File: src/design/bmt_pkg.sv
// Package: constants, state codes and the Barrett reciprocal for the binomial table.
`timescale 1ns / 1ps
`default_nettype none
package bmt_pkg;
  localparam int MaxN = 4096;
  localparam int AddrW = 13;
  localparam int ValW = 30;
  localparam logic [29:0] Prime = 30'd998244353;
  localparam logic [29:0] PrimeMinus2 = 30'd998244351;
  localparam logic [AddrW-1:0] LimitReset = 13'd4096;
  localparam logic [1:0] RegLimit = 2'd0;

  typedef enum logic [10:0] {
    ST_IDLE   = 11'b00000000001,
    ST_FACT   = 11'b00000000010,
    ST_FWAIT  = 11'b00000000100,
    ST_EXP    = 11'b00000001000,
    ST_EWAIT  = 11'b00000010000,
    ST_INV    = 11'b00000100000,
    ST_IWAIT  = 11'b00001000000,
    ST_QREAD  = 11'b00010000000,
    ST_QMUL1  = 11'b00100000000,
    ST_QMUL2  = 11'b01000000000,
    ST_QDONE  = 11'b10000000000
  } state_t;

  // Barrett reciprocal for a 60-bit product: floor(2^60 / p), fits in 31 bits.
  localparam logic [30:0] Mu = 31'((64'd1 << 60) / 64'(Prime));
endpackage
`default_nettype wire

File: src/design/bmt_mulmod.sv
// Module: pipelined modular multiplier, a*b mod 998244353 in four registered stages.
`timescale 1ns / 1ps
`default_nettype none
module bmt_mulmod (
  input  wire logic                 clk,
  input  wire logic [29:0]          a,
  input  wire logic [29:0]          b,
  output logic      [29:0]          y
);
  import bmt_pkg::*;

  logic [59:0] prod;
  logic [61:0] qhat;
  logic [31:0] x_lo;
  logic [31:0] x_lo_d;
  logic [31:0] qp_lo;
  logic [31:0] s1;

  // stage 1: raw product
  always_ff @(posedge clk) begin
    prod <= 60'(a) * 60'(b);
  end

  // stage 2: quotient estimate from the top bits times the reciprocal
  always_ff @(posedge clk) begin
    qhat <= 62'(prod[59:29]) * 62'(Mu);
    x_lo <= prod[31:0];
  end

  // stage 3: quotient times prime, low 32 bits are enough
  always_ff @(posedge clk) begin
    qp_lo <= 32'(qhat[61:31] * Prime);
    x_lo_d <= x_lo;
  end

  // stage 4: remainder, below 3p since the estimate is short by at most two
  always_ff @(posedge clk) begin
    s1 <= x_lo_d - qp_lo;
  end

  always_comb begin
    logic [31:0] t;
    t = s1;
    if (t >= {2'b00, Prime} + {2'b00, Prime}) t = t - {2'b00, Prime} - {2'b00, Prime};
    if (t >= {2'b00, Prime}) t = t - {2'b00, Prime};
    y = t[29:0];
  end
endmodule
`default_nettype wire

File: config.mk
export PLATFORM = sky130hd
export DESIGN_NAME = bmt_mulmod
export DESIGN_NICKNAME = d
export VERILOG_FILES = /design/src/design/bmt_pkg.sv /design/src/design/bmt_mulmod.sv
export SDC_FILE = /design/constraint.sdc
export NUM_CORES = 2
export LEC_CHECK = 0
export BUFFER_PORTS_ARGS = -buffer_cell sky130_fd_sc_hd__buf_4
export CORE_MARGIN = 8
export CORE_UTILIZATION = 60
export DETAILED_ROUTE_END_ITERATION = 10
export MAX_ROUTING_LAYER = met4
export PLACE_DENSITY = 0.8
export SLEW_MARGIN = 10
export SYNTH_ARGS = -nofsm -noshare
export SYNTH_HDL_FRONTEND = slang
export SYNTH_SLANG_ARGS = --single-unit
File: constraint.sdc
create_clock -name clk -period 8.3 [get_ports clk]
set_input_delay 0.83 -clock clk [delete_from_list [all_inputs] [get_ports clk]]
set_output_delay 0.83 -clock clk [all_outputs]
set_load 0.02 [all_outputs]
==> reports/qor.csv <==
metric;value;unit
status;complete, no violations;
drive_gt1_share;5.96;%
synthArstFlopShare;0;%
hold_viol_final;0;
avgSynthCellArea;9.44;µm²
syn-num-nets;7247;
hold_depth;0;
crit_arrival;8.36;ns
initial_core_util;60.3;%
clock.fmax;126;MHz
cts_resized;0;
ys.flop_type;dfxtp_1;
cts_hold_buffers;0;
avgRoutedWirePerCell;18.6;µm
grt_overflow;0;
drc;0;
grt_max_degree;31;
cpMostUsedCell;fa_1;
ios;91;
routed_wl;124000;µm
synth_seq_area_share;8.56;%
drt_iter0_drc;2649;
synth_edf_count;0;
clock_sinks;219;
fp.dieH;308;µm
grt_pass1_vias;39600;
ff_latch_area;0.00438;mm²
multiInputGateArea;0.0412;mm²
fin_crit;7.95;ns
grt_pass1_wl;204000;µm
reg2reg_depth;25;
grt_usage;27.5;%
antenna_found_initial;3;
post-cts-setup-buffer-count;0;
cp.required;8.72;ns
crit_cells;28;
port_buffers;90;
core_area;0.0849;mm²
gp_congestion;0.992;
syn_to_final_growth;6.64;%
syn_area;0.0512;mm²
nets;7328;
dieArea;0.0949;mm²
path_delay_family;adder cells;
vias_per_cell;5.52;
finalCoreUtilization;64.3;%
clk_path_buf_depth;3;
die_w;308;µm
hpwl;107000;µm
pre_cts_slack;-0.159;ns
first_pass_iters;6;
fp-row-count;107;
synth_top_area_share;41.0;%
final-max-slew-violation-count;0;
finalSetupViolCount;0;
start_kind;input pin;
postRouteAntennaNets;0;
yosys.cell_types.count;80;
setup_slack;0.353;ns
slew-limit-headroom;37.9;%
cts_max_level;1;
fill_cells;6707;
tightest_slew;0.928;ns
path_max_fanout;13;
criticalPathCategory;input pin to flop;
min_period_over_period;95.7;%
end_kind;flop;
synth_cells;5425;
crit_buf_inv;7;
hold_path.class;flop to flop;
maxCapViolCount;0;
cts_tree;yes;
crit_slowest_cell;fa_1;
via_count;36800;
ys_seq_elements;219;
clk_pin_slew_worst_paths;0.06;ns
fin_worst_skew;0.0149;ns
cpPeakStageDelay;0.59;ns
yosysTopAreaCell;fa_1;
synth_area_leaders;fa_1 (41%), ha_1 (17%), inv_1 (9.4%), dfxtp_1 (8.6%), and2_1 (6.2%);
cts_root_buf;clkbuf_16;
cts_buffers;22;
rsz0062_at_grt;no;
clk_latency;0.52;ns
ys_warn_count;0;
[Yosys cell counts, types with 4 or more instances]
| cell type | number |
|---|---|
| a211o_1 | 4 |
| a211oi_1 | 16 |
| a21o_1 | 78 |
| a21oi_1 | 121 |
| a221oi_1 | 6 |
| a22oi_1 | 4 |
| a31oi_1 | 17 |
| and2_1 | 505 |
| and3_1 | 19 |
| buf_2 | 4 |
| clkbuf_1 | 196 |
| dfxtp_1 | 219 |
| fa_1 | 1048 |
| ha_1 | 713 |
| inv_1 | 1278 |
| nand2_1 | 497 |
| nand2b_1 | 12 |
| nand3_1 | 35 |
| nand4_1 | 24 |
| nor2_1 | 131 |
| nor2b_1 | 19 |
| nor3_1 | 37 |
| nor3b_1 | 4 |
| nor4_1 | 9 |
| nor4b_1 | 4 |
| o2111ai_1 | 10 |
| o211ai_1 | 12 |
| o21a_1 | 16 |
| o21ai_0 | 81 |
| o21bai_1 | 17 |
| o22ai_1 | 6 |
| o311ai_0 | 4 |
| o31ai_1 | 6 |
| or2_2 | 8 |
| or3_1 | 11 |
| or4_1 | 8 |
| xnor2_1 | 128 |
| xor2_1 | 52 |
[worst register-to-register path, delay by kind of cell (launching register included)]
family | cells | cell delay [ns]
adder cells (fa/ha/maj) | 9 | 4.06
AND/OR/NAND/NOR | 2 | 0.45
flip-flops | 1 | 0.62
buffers and inverters | 5 | 0.40
AO/OA/AOI/OAI | 8 | 1.96
XOR/XNOR | 1 | 0.13
[metal layers]
metal / global-route usage, % / part of all wire, % / routed length (µm) / up-vias
met4: 7.94 / 3.4 / 4250 / 0
met5: - / 0 / 0 / -
li1: - / - / - / 16600
met3: 3.26 / 7.3 / 9070 / 239
met1: 36.0 / 42 / 51500 / 18500
met2: 45.4 / 48 / 59200 / 1438
[sequential cells by signal, summed over array words and instances (netlist names)]
| register | flops |
|---|---|
| x_lo | 32 |
| prod | 60 |
| s1 | 32 |
| qp_lo | 32 |
| x_lo_d | 32 |
| qhat | 31 |
[cells in the final DEF, fill, tap and decap left out, drive strengths merged, types with 20 or more instances in the layout]
master,synthesis,final
and3,20,20
o21ai,82,82
fa,1048,1048
inv,1278,1280
buf,10,263
xor2,52,52
and2,505,505
clkbuf,196,26
a21o,78,78
a21oi,122,122
xnor2,128,128
nand3,35,35
nand2,497,497
nand4,24,24
nor3,40,40
dfxtp,219,219
ha,713,713
nor2,131,131
[worst paths after layout]
| check | startpoint | endpoint | slack, ns |
|---|---|---|---|
| setup reg to reg | prod[39] | qhat[61] | 0.61 |
| hold / removal | prod[22] | x_lo[22] | 0.33 |
| hold reg to reg | prod[22] | x_lo[22] | 0.33 |
| setup / recovery | a[11] | prod[59] | 0.35 |
[cell families (layout without fill, tap and decap cells)]
| family | count (synthesis) | count (layout) | synth area share [%] |
|---|---|---|---|
| simple gates | 1341 | 1341 | 13.3 |
| flops | 219 | 219 | 8.56 |
| other cells | 0 | 1 | 0 |
| xor+xnor | 180 | 180 | 3.08 |
| fa+ha+maj | 1761 | 1761 | 58.4 |
| mux | 3 | 3 | 0.0586 |
| buf+inv | 1484 | 1579 | 10.9 |
| compound gates | 437 | 437 | 5.63 |
[final cells by class]
type / instances / area share, %
Multi-Input combinational cell: 3722 / 75.5
Inverter: 1278 / 8.79
Sequential cell: 219 / 8.03
Timing Repair Buffer: 263 / 3.71
Tap cell: 1144 / 2.62
Clock buffer: 26 / 1.13
Clock inverter: 12 / 0.227
Antenna cell: 1 / 0.00458
[per-stage QoR]
| step | cell area [µm²] | hold slack (ns) | cells | TNS, ns |
|---|---|---|---|---|
| 2_1_floorplan | 51200 | 0.310 | 5425 | 0 |
| 3_3_place_gp | 53900 | 0.310 | 6626 | -0.00116 |
| 6_report | 54600 | 0.326 | 6665 | 0 |
| 3_5_place_dp | 53900 | 0.312 | 6626 | -0.417 |
| 4_1_cts | 54600 | 0.327 | 6664 | 0 |
| 5_1_grt | 54600 | 0.328 | 6665 | 0 |
Power is left out: the tool's default activity adds up to more than one toggle a clock period on the data nets, which glitch-free logic cannot reach.
